## config.mk

```make
export PLATFORM = sky130hd
export DESIGN_NAME = exif_orientation_scanner_unit
export DESIGN_NICKNAME = d
export VERILOG_FILES = /design/src/rtl/core/eos_pkg.sv /design/src/rtl/core/eos_in_reg.sv /design/src/rtl/core/eos_scan.sv /design/src/rtl/core/eos_out_reg.sv /design/src/rtl/core/exif_orientation_scanner_unit.sv
export SDC_FILE = /design/constraint.sdc
export NUM_CORES = 1
export LEC_CHECK = 0
export ABC_CLOCK_PERIOD_IN_PS = 4800
export BUFFER_PORTS_ARGS = -buffer_cell sky130_fd_sc_hd__clkbuf_2
export CAP_MARGIN = 40
export CORE_MARGIN = 2
export CORE_UTILIZATION = 60
export CTS_CLUSTER_SIZE = 28
export DETAILED_ROUTE_END_ITERATION = 8
export PLACE_DENSITY = 0.89
export REMOVE_ABC_BUFFERS = 1
export SLEW_MARGIN = 20
export SYNTH_ARGS = -nofsm -noshare
export SYNTH_HDL_FRONTEND = slang
export SYNTH_HIERARCHICAL = 1
export SYNTH_SLANG_ARGS = --single-unit
export TNS_END_PERCENT = 20
```

## constraint.sdc

```tcl
create_clock -name clk -period 4.8 [get_ports clk]
set_clock_uncertainty 0.2 [all_clocks]
set_input_delay 0.96 -clock clk [delete_from_list [all_inputs] [get_ports clk]]
set_output_delay 0.96 -clock clk [all_outputs]
set_load 0.03 [all_outputs]
```

## src/rtl/core/eos_pkg.sv

```systemverilog
// Shared types, constants and helpers for the Exif orientation scanner.
package eos_pkg;

  // One byte beat of the marker payload
  typedef struct packed {
    logic [7:0] data_byte;
    logic       last_byte;
  } eos_item_t;

  // One result beat
  typedef struct packed {
    logic        found;
    logic [15:0] orientation;
    logic        in_range;
  } eos_result_t;

  localparam logic [7:0]  ORDER_II    = 8'h49;
  localparam logic [7:0]  ORDER_MM    = 8'h4D;
  localparam logic [31:0] TIFF_MAGIC  = 32'h0000_002A;
  localparam logic [31:0] IFD_OFFSET  = 32'h0000_0008;
  localparam logic [31:0] TAG_ORIENT  = 32'h0000_0112;
  localparam logic [31:0] TYPE_SHORT  = 32'h0000_0003;
  localparam logic [31:0] COUNT_ONE   = 32'h0000_0001;
  localparam logic [15:0] ORIENT_MIN  = 16'd1;
  localparam logic [15:0] ORIENT_MAX  = 16'd8;

  // Expected identifier "Exif" 0 0, by byte position
  function automatic logic [7:0] ident_byte(input logic [2:0] idx);
    logic [7:0] val;
    case (idx)
      3'd0:    val = 8'h45;
      3'd1:    val = 8'h78;
      3'd2:    val = 8'h69;
      3'd3:    val = 8'h66;
      default: val = 8'h00;
    endcase
    return val;
  endfunction

  // Add byte b as byte k of a multi-byte field in the given byte order
  function automatic logic [31:0] gather(input logic [31:0] acc_in, input logic [7:0] b,
                                         input logic [1:0] k, input logic be);
    logic [31:0] base;
    base = (k == 2'd0) ? 32'd0 : acc_in;
    if (be) begin
      return {base[23:0], b};
    end
    return base | ({24'd0, b} << {k, 3'b000});
  endfunction

endpackage

```

## src/rtl/core/eos_in_reg.sv

```systemverilog
// Input register: captures one byte beat and holds it until the scanner takes it.
module eos_in_reg (
  input  logic                clk,
  input  logic                rst,
  input  logic                byte_valid,
  output logic                byte_stall,
  input  logic [7:0]          data_byte,
  input  logic                last_byte,
  input  logic                advance,
  output logic                item_valid,
  output eos_pkg::eos_item_t  item
);

  assign byte_stall = item_valid && !advance;

  always_ff @(posedge clk) begin
    if (rst) begin
      item_valid <= 1'b0;
    end else if (!byte_stall) begin
      item_valid <= byte_valid;
    end
  end

  always_ff @(posedge clk) begin
    if (byte_valid && !byte_stall) begin
      item.data_byte <= data_byte;
      item.last_byte <= last_byte;
    end
  end

endmodule

```

## src/rtl/core/eos_scan.sv

```systemverilog
// Header check and IFD entry scan: per-byte state update and result decision.
module eos_scan (
  input  logic                  clk,
  input  logic                  rst,
  input  logic                  step,
  input  eos_pkg::eos_item_t    item,
  output logic                  res_valid,
  output eos_pkg::eos_result_t  res
);

  typedef enum logic [2:0] {
    PH_IDENT  = 3'd0,
    PH_ORDER  = 3'd1,
    PH_MAGIC  = 3'd2,
    PH_OFFSET = 3'd3,
    PH_COUNT  = 3'd4,
    PH_ENTRY  = 3'd5,
    PH_VALUE  = 3'd6
  } phase_t;

  typedef enum logic [1:0] {
    OC_NONE  = 2'd0,
    OC_MISS  = 2'd1,
    OC_FOUND = 2'd2
  } outcome_t;

  phase_t      phase, phase_next;
  logic [3:0]  pos, pos_next;
  logic        big_endian, big_endian_next;
  logic [7:0]  first_order_byte, first_order_byte_next;
  logic [15:0] tags_left, tags_left_next;
  logic [31:0] acc, acc_next;
  logic        entry_matches, entry_matches_next;
  logic        decided;

  outcome_t    outcome, outcome_fin;
  logic [31:0] acc_g;
  logic [3:0]  entry_k;
  logic [15:0] value;
  logic [7:0]  b;

  assign b = item.data_byte;

  // Field byte index inside the entry: tag, type, count
  always_comb begin
    if (pos < 4'd2) begin
      entry_k = pos;
    end else if (pos < 4'd4) begin
      entry_k = pos - 4'd2;
    end else begin
      entry_k = pos - 4'd4;
    end
  end

  always_comb begin
    phase_next            = phase;
    pos_next              = pos;
    big_endian_next       = big_endian;
    first_order_byte_next = first_order_byte;
    tags_left_next        = tags_left;
    acc_next              = acc;
    entry_matches_next    = entry_matches;
    outcome               = OC_NONE;
    acc_g                 = 32'd0;
    unique case (phase)
      PH_IDENT: begin
        if (pos > 4'd5 || b != eos_pkg::ident_byte(pos[2:0])) begin
          outcome = OC_MISS;
        end else if (pos == 4'd5) begin
          phase_next = PH_ORDER;
          pos_next   = 4'd0;
        end else begin
          pos_next = pos + 4'd1;
        end
      end
      PH_ORDER: begin
        if (pos == 4'd0) begin
          first_order_byte_next = b;
          pos_next              = 4'd1;
        end else if (first_order_byte == eos_pkg::ORDER_II && b == eos_pkg::ORDER_II) begin
          big_endian_next = 1'b0;
          phase_next      = PH_MAGIC;
          pos_next        = 4'd0;
        end else if (first_order_byte == eos_pkg::ORDER_MM && b == eos_pkg::ORDER_MM) begin
          big_endian_next = 1'b1;
          phase_next      = PH_MAGIC;
          pos_next        = 4'd0;
        end else begin
          outcome = OC_MISS;
        end
      end
      PH_MAGIC: begin
        acc_g    = eos_pkg::gather(acc, b, pos[1:0], big_endian);
        acc_next = acc_g;
        if (pos >= 4'd1) begin
          if (acc_g != eos_pkg::TIFF_MAGIC) begin
            outcome = OC_MISS;
          end else begin
            phase_next = PH_OFFSET;
            pos_next   = 4'd0;
          end
        end else begin
          pos_next = pos + 4'd1;
        end
      end
      PH_OFFSET: begin
        acc_g    = eos_pkg::gather(acc, b, pos[1:0], big_endian);
        acc_next = acc_g;
        if (pos >= 4'd3) begin
          if (acc_g != eos_pkg::IFD_OFFSET) begin
            outcome = OC_MISS;
          end else begin
            phase_next = PH_COUNT;
            pos_next   = 4'd0;
          end
        end else begin
          pos_next = pos + 4'd1;
        end
      end
      PH_COUNT: begin
        acc_g    = eos_pkg::gather(acc, b, pos[1:0], big_endian);
        acc_next = acc_g;
        if (pos >= 4'd1) begin
          tags_left_next = acc_g[15:0];
          if (acc_g[15:0] == 16'd0) begin
            outcome = OC_MISS;
          end else begin
            phase_next = PH_ENTRY;
            pos_next   = 4'd0;
          end
        end else begin
          pos_next = pos + 4'd1;
        end
      end
      PH_ENTRY: begin
        acc_g = eos_pkg::gather(acc, b, entry_k[1:0], big_endian);
        if (pos < 4'd8) begin
          acc_next = acc_g;
        end
        if (pos == 4'd1) begin
          entry_matches_next = (acc_g == eos_pkg::TAG_ORIENT);
        end else if (pos == 4'd3) begin
          entry_matches_next = entry_matches && (acc_g == eos_pkg::TYPE_SHORT);
        end else if (pos == 4'd7) begin
          entry_matches_next = entry_matches && (acc_g == eos_pkg::COUNT_ONE);
        end
        if (pos == 4'd7 && entry_matches && acc_g == eos_pkg::COUNT_ONE) begin
          phase_next = PH_VALUE;
          pos_next   = 4'd0;
        end else if (pos >= 4'd11) begin
          // entry done: count it off, miss when none are left
          tags_left_next = tags_left - 16'd1;
          pos_next       = 4'd0;
          if (tags_left == 16'd1) begin
            outcome = OC_MISS;
          end
        end else begin
          pos_next = pos + 4'd1;
        end
      end
      PH_VALUE: begin
        acc_g    = eos_pkg::gather(acc, b, pos[1:0], big_endian);
        acc_next = acc_g;
        if (pos >= 4'd1) begin
          outcome = OC_FOUND;
        end else begin
          pos_next = pos + 4'd1;
        end
      end
      default: begin
        outcome = OC_MISS;
      end
    endcase
  end

  // Decide now; on the final byte, treat the missing bytes as zero. Only a
  // pending value, or a little-endian entry whose count completes with zero
  // bytes, can still match.
  always_comb begin
    outcome_fin = outcome;
    value       = 16'd0;
    if (outcome == OC_FOUND) begin
      value = acc_g[15:0];
    end else if (outcome == OC_NONE && item.last_byte) begin
      outcome_fin = OC_MISS;
      if (phase_next == PH_VALUE) begin
        outcome_fin = OC_FOUND;
        if (pos_next != 4'd0) begin
          value = big_endian_next ? {acc_next[7:0], 8'h00} : {8'h00, acc_next[7:0]};
        end
      end else if (phase_next == PH_ENTRY && !big_endian_next && entry_matches_next) begin
        if (pos_next >= 4'd5 && pos_next <= 4'd7 && acc_next == eos_pkg::COUNT_ONE) begin
          outcome_fin = OC_FOUND;
        end
      end
    end
  end

  assign res_valid       = step && !decided && outcome_fin != OC_NONE;
  assign res.found       = (outcome_fin == OC_FOUND);
  assign res.orientation = value;
  assign res.in_range    = (outcome_fin == OC_FOUND) &&
                           value >= eos_pkg::ORIENT_MIN && value <= eos_pkg::ORIENT_MAX;

  always_ff @(posedge clk) begin
    if (rst) begin
      phase   <= PH_IDENT;
      pos     <= 4'd0;
      decided <= 1'b0;
    end else if (step) begin
      if (item.last_byte) begin
        // rearm for the next marker
        phase   <= PH_IDENT;
        pos     <= 4'd0;
        decided <= 1'b0;
      end else if (!decided) begin
        phase            <= phase_next;
        pos              <= pos_next;
        big_endian       <= big_endian_next;
        first_order_byte <= first_order_byte_next;
        tags_left        <= tags_left_next;
        acc              <= acc_next;
        entry_matches    <= entry_matches_next;
        decided          <= (outcome != OC_NONE);
      end
    end
  end

endmodule

```

## src/rtl/core/eos_out_reg.sv

```systemverilog
// Result register: holds one result beat until the consumer takes it.
module eos_out_reg (
  input  logic                  clk,
  input  logic                  rst,
  input  logic                  load,
  input  eos_pkg::eos_result_t  res,
  output logic                  ready,
  output logic                  result_valid,
  input  logic                  result_stall,
  output logic                  found,
  output logic [15:0]           orientation,
  output logic                  in_range
);

  assign ready = !result_valid || !result_stall;

  always_ff @(posedge clk) begin
    if (rst) begin
      result_valid <= 1'b0;
    end else if (ready) begin
      result_valid <= load;
    end
  end

  always_ff @(posedge clk) begin
    if (ready && load) begin
      found       <= res.found;
      orientation <= res.orientation;
      in_range    <= res.in_range;
    end
  end

endmodule

```

## src/rtl/core/exif_orientation_scanner_unit.sv

```systemverilog
// Path: input register, then the combinational scan, then the result register.
// Throughput: one byte per cycle unless a stalled result holds the input.
// Results: at most one per marker, on the deciding byte; the last byte rearms.
// The input stage accepts while a result waits, as long as the result register frees.
// Reset: synchronous, active high; clears both valid registers and rearms the scan.
module exif_orientation_scanner_unit (
  input  logic        clk,
  input  logic        rst,
  input  logic        byte_valid,
  output logic        byte_stall,
  input  logic [7:0]  data_byte,
  input  logic        last_byte,
  output logic        result_valid,
  input  logic        result_stall,
  output logic        found,
  output logic [15:0] orientation,
  output logic        in_range
);

  logic                 item_valid;
  eos_pkg::eos_item_t   item;
  logic                 out_ready;
  logic                 advance;
  logic                 res_valid;
  eos_pkg::eos_result_t res;

  assign advance = item_valid && out_ready;

  eos_in_reg u_in_reg (
    .clk        (clk),
    .rst        (rst),
    .byte_valid (byte_valid),
    .byte_stall (byte_stall),
    .data_byte  (data_byte),
    .last_byte  (last_byte),
    .advance    (advance),
    .item_valid (item_valid),
    .item       (item)
  );

  eos_scan u_scan (
    .clk       (clk),
    .rst       (rst),
    .step      (advance),
    .item      (item),
    .res_valid (res_valid),
    .res       (res)
  );

  eos_out_reg u_out_reg (
    .clk          (clk),
    .rst          (rst),
    .load         (res_valid),
    .res          (res),
    .ready        (out_ready),
    .result_valid (result_valid),
    .result_stall (result_stall),
    .found        (found),
    .orientation  (orientation),
    .in_range     (in_range)
  );

endmodule

```

==> out/qor.yml <==
outcome: "finished clean"
tightest_slew_ns: 0.931
fin_crit_ns: 4.65
cts_sinks: 95
cts_tree: "yes"
syn_to_final_growth_pct: 11.2
design.die.area_um2: 13600
ys_seq_area_share_pct: 36.1
clkTransAtPathRegs_ns: 0.08
drv_slew: 0
critical_path.max_stage_delay_ns: 0.49
leakagePower_nw: 2.95
setup-tns-final_ns: 0
routedWlPerCell_um: 24.1
via_per_inst: 7.40
final_antenna_net_count: 0
startpoint_type: "register"
finalSetupViolCount: 0
p_total_mw: 1.83
grt_pass1_wl_um: 39700
drive_gt1_share_pct: 16.5
synth_cells: 877
ctsHoldBuffers: 0
core_um2: 12500
io_pins: 33
max_freq_mhz: 215
ys_ff_latch: 95
overflow: 0
grt_usage_pct: 38.2
antenna_found_initial: 0
p_per_area_nw_per_um2: 217
cp_data_required_time_ns: 4.83
fp.dieW_um: 117
cts-root-buf: "clkbuf_16"
yosysWarnings: 6
detailedPlacementHpwl_um: 18300
num_vias: 8017
synth-edff-count: 85
rows: 41
relSlewSlack_pct: 37.5
crit_type: "reg2reg"
syn_area_per_cell_um2: 8.69
drc_errors: 0
dr.pass1.iters: 8
initial_core_util_pct: 60.9
cp.arrival_ns: 4.68
hold_class: "reg2reg"
nets: 926
clock_path_buffers: 2
first_iter_violations: 1507
synth-async-reset-ratio_pct: 0
rsz0062_at_grt: "no"
crit_chain: "buf_4 > ha_1 > ha_1 > xnor2_1 > o2111ai_1 > nor4_2 > a311oi_1 > a41o_1 > nor3_1 > buf_4 > a31oi_2 > nor4_4 > o21ai_1 > nor4_1 > and4bb_1"
synth_cell_type_count: 94
cts_buffers: 9
grt_max_degree: 77
die_h_um: 117
maxCapViolations: 0
htreeDepth: 3
fin_crit_sh_pct: 96.8
worstSkewPairLatency_ns: 0.37
port_buffers: 32
cp_max_fo: 25
critPathSlowestCell: "nor4_2"
n_antenna_cell: 0
synthFlopType: "edfxtp_1"
num-fill-cells: 1024
drt-total-wl_um: 26100
end_kind: "register"
hold_viol: 0
grt_pass1_vias: 7088
peakVddDrop_uv: 266
gp_congestion: 1.06
register_area_um2: 2750
syn_area_um2: 7620
multi_input_area_um2: 4420
==> cell usage in the layout, fill, tap and decap left out, drive strengths merged, types with 15 or more instances in the layout <==
cell,count
nor2,73
nand2,69
nor3,25
a221oi,19
nor2b,21
a21oi,67
inv,33
o21ai,56
edfxtp,85
nor4,18
nand3,31
a22oi,25
buf,58
clkbuf,41
nand2b,15
==> state kept, by name (all words and copies together), names as in the netlist <==
register                 count
u_scan/decided               1
u_scan/pos                   4
u_out_reg/in_range           1
u_scan/phase                 3
u_scan/entry_matches         1
u_in_reg/item_valid          1
u_out_reg/result_valid       1
u_scan/first_order_byte      8
u_out_reg/orientation       16
u_out_reg/found              1
u_scan/tags_left            16
u_in_reg/item                9
u_scan/acc                  32
u_scan/big_endian            1
==> kinds of logic (layout without fill, tap and decap cells) <==
kind of cell,Yosys count,in the layout,synth area share [%]
flops,95,95,36.1
compound gates,309,309,29.3
xor+xnor,18,18,2.07
mux,18,18,2.46
buf+inv,104,138,6.12
fa+ha+maj,7,7,1.15
simple gates,326,326,22.8
==> final cells by class <==
type                            count  share of cell area [%]
Multi-Input combinational cell    678                    52.2
Sequential cell                    95                    32.5
Timing Repair Buffer               90                    7.50
Clock buffer                        9                    2.66
Tap cell                          172                    2.54
Inverter                           32                    1.42
Clock inverter                      7                    1.21
==> worst max-delay path, delay by kind of cell, from the launching register on <==
family                   cells  cell delay, ns
adder cells (fa/ha/maj)      2            0.72
AO/OA/AOI/OAI                5            0.84
flip-flops                   1            0.34
buffers and inverters        2            0.51
XOR/XNOR                     1            0.14
AND/OR/NAND/NOR              5            1.76
==> path summary, 6_finish.rpt <==
| kind | start | to | slack, ns | cells after the start |
|---|---|---|---|---|
| worst max-delay path | u_scan/pos[0] | u_out_reg/in_range | 0.15 | 15 |
| worst min-delay path | u_scan/decided | u_scan/decided | 0.35 | 2 |
| worst max register to register | u_scan/pos[0] | u_out_reg/in_range | 0.15 | 15 |
| worst min register to register | u_scan/decided | u_scan/decided | 0.35 | 2 |
==> report_power, final <==
| part | switching (mW) | total, mW | internal, mW | leakage, nW |
|---|---|---|---|---|
| Sequential | 0.0164 | 0.925 | 0.909 | 0.786 |
| Clock | 0.369 | 0.792 | 0.423 | 0.160 |
| Combinational | 0.0772 | 0.117 | 0.0398 | 2.00 |
| Total | 0.462 | 1.83 | 1.37 | 2.95 |
==> routing by layer <==
metal / global-route usage, % / vias up / routed length (um) / part of all wire, %
met5: 0 / - / 0 / 0
met4: 16.9 / 0 / 1260 / 4.8
met3: 8.51 / 138 / 4000 / 15
met2: 56.0 / 812 / 11100 / 42
met1: 54.3 / 3622 / 9750 / 37
li1: - / 3445 / - / -
==> Yosys cell counts (all sizes together) (5+ instances only) <==
cell / count / share of area, %
or3: 12 / 1.1
mux2: 6 / 0.89
nor2b: 21 / 1.8
buf: 23 / 2.1
nor3b: 8 / 0.79
a21o: 6 / 0.59
a31oi: 10 / 0.90
a211o: 7 / 0.80
xor2: 7 / 0.80
clkbuf: 48 / 2.4
o22ai: 14 / 1.1
o21ai: 56 / 3.7
nor4: 18 / 1.7
nor3: 25 / 1.6
nand4: 8 / 0.66
a211oi: 12 / 1.2
a31o: 5 / 0.57
a22oi: 25 / 2.8
dfxtp: 10 / 2.6
nand2b: 15 / 1.2
a222oi: 6 / 0.79
ha: 7 / 1.1
o31ai: 5 / 0.56
and3: 5 / 0.41
o2bb2ai: 6 / 0.69
nand2: 69 / 3.4
edfxtp: 85 / 33
mux2i: 12 / 1.6
or2: 5 / 0.41
nor2: 73 / 3.8
a221oi: 19 / 2.7
a221o: 12 / 1.6
nand3: 31 / 2.0
or4: 7 / 0.69
o211ai: 6 / 0.59
a21oi: 67 / 4.4
a32oi: 6 / 0.69
and2: 11 / 0.90
a22o: 8 / 0.92
inv: 30 / 1.5
xnor2: 11 / 1.3
==> through the flow <==
stage | hold slack [ns] | std cells | area (um2) | utilization, % | setup slack (ns)
after global placement | 0.291 | 1064 | 8090 | 64.6 | 0.368
after global routing | 0.389 | 1083 | 8470 | 67.7 | 0.000246
after floorplan | 0.296 | 805 | 7270 | - | -0.756
final | 0.349 | 1083 | 8470 | 67.7 | 0.152
after CTS | 0.349 | 1081 | 8440 | 67.5 | 0.219
after detailed placement | 0.339 | 1065 | 8120 | 64.8 | 0.283
==> timing repair <==
action,4_1_cts,5_1_grt
setup buffers,0,0
hold endpoints to repair,0,0
endpoints found under the setup margin,0,1
gates resized for setup,0,1
Power figures use the tool's default switching activity.
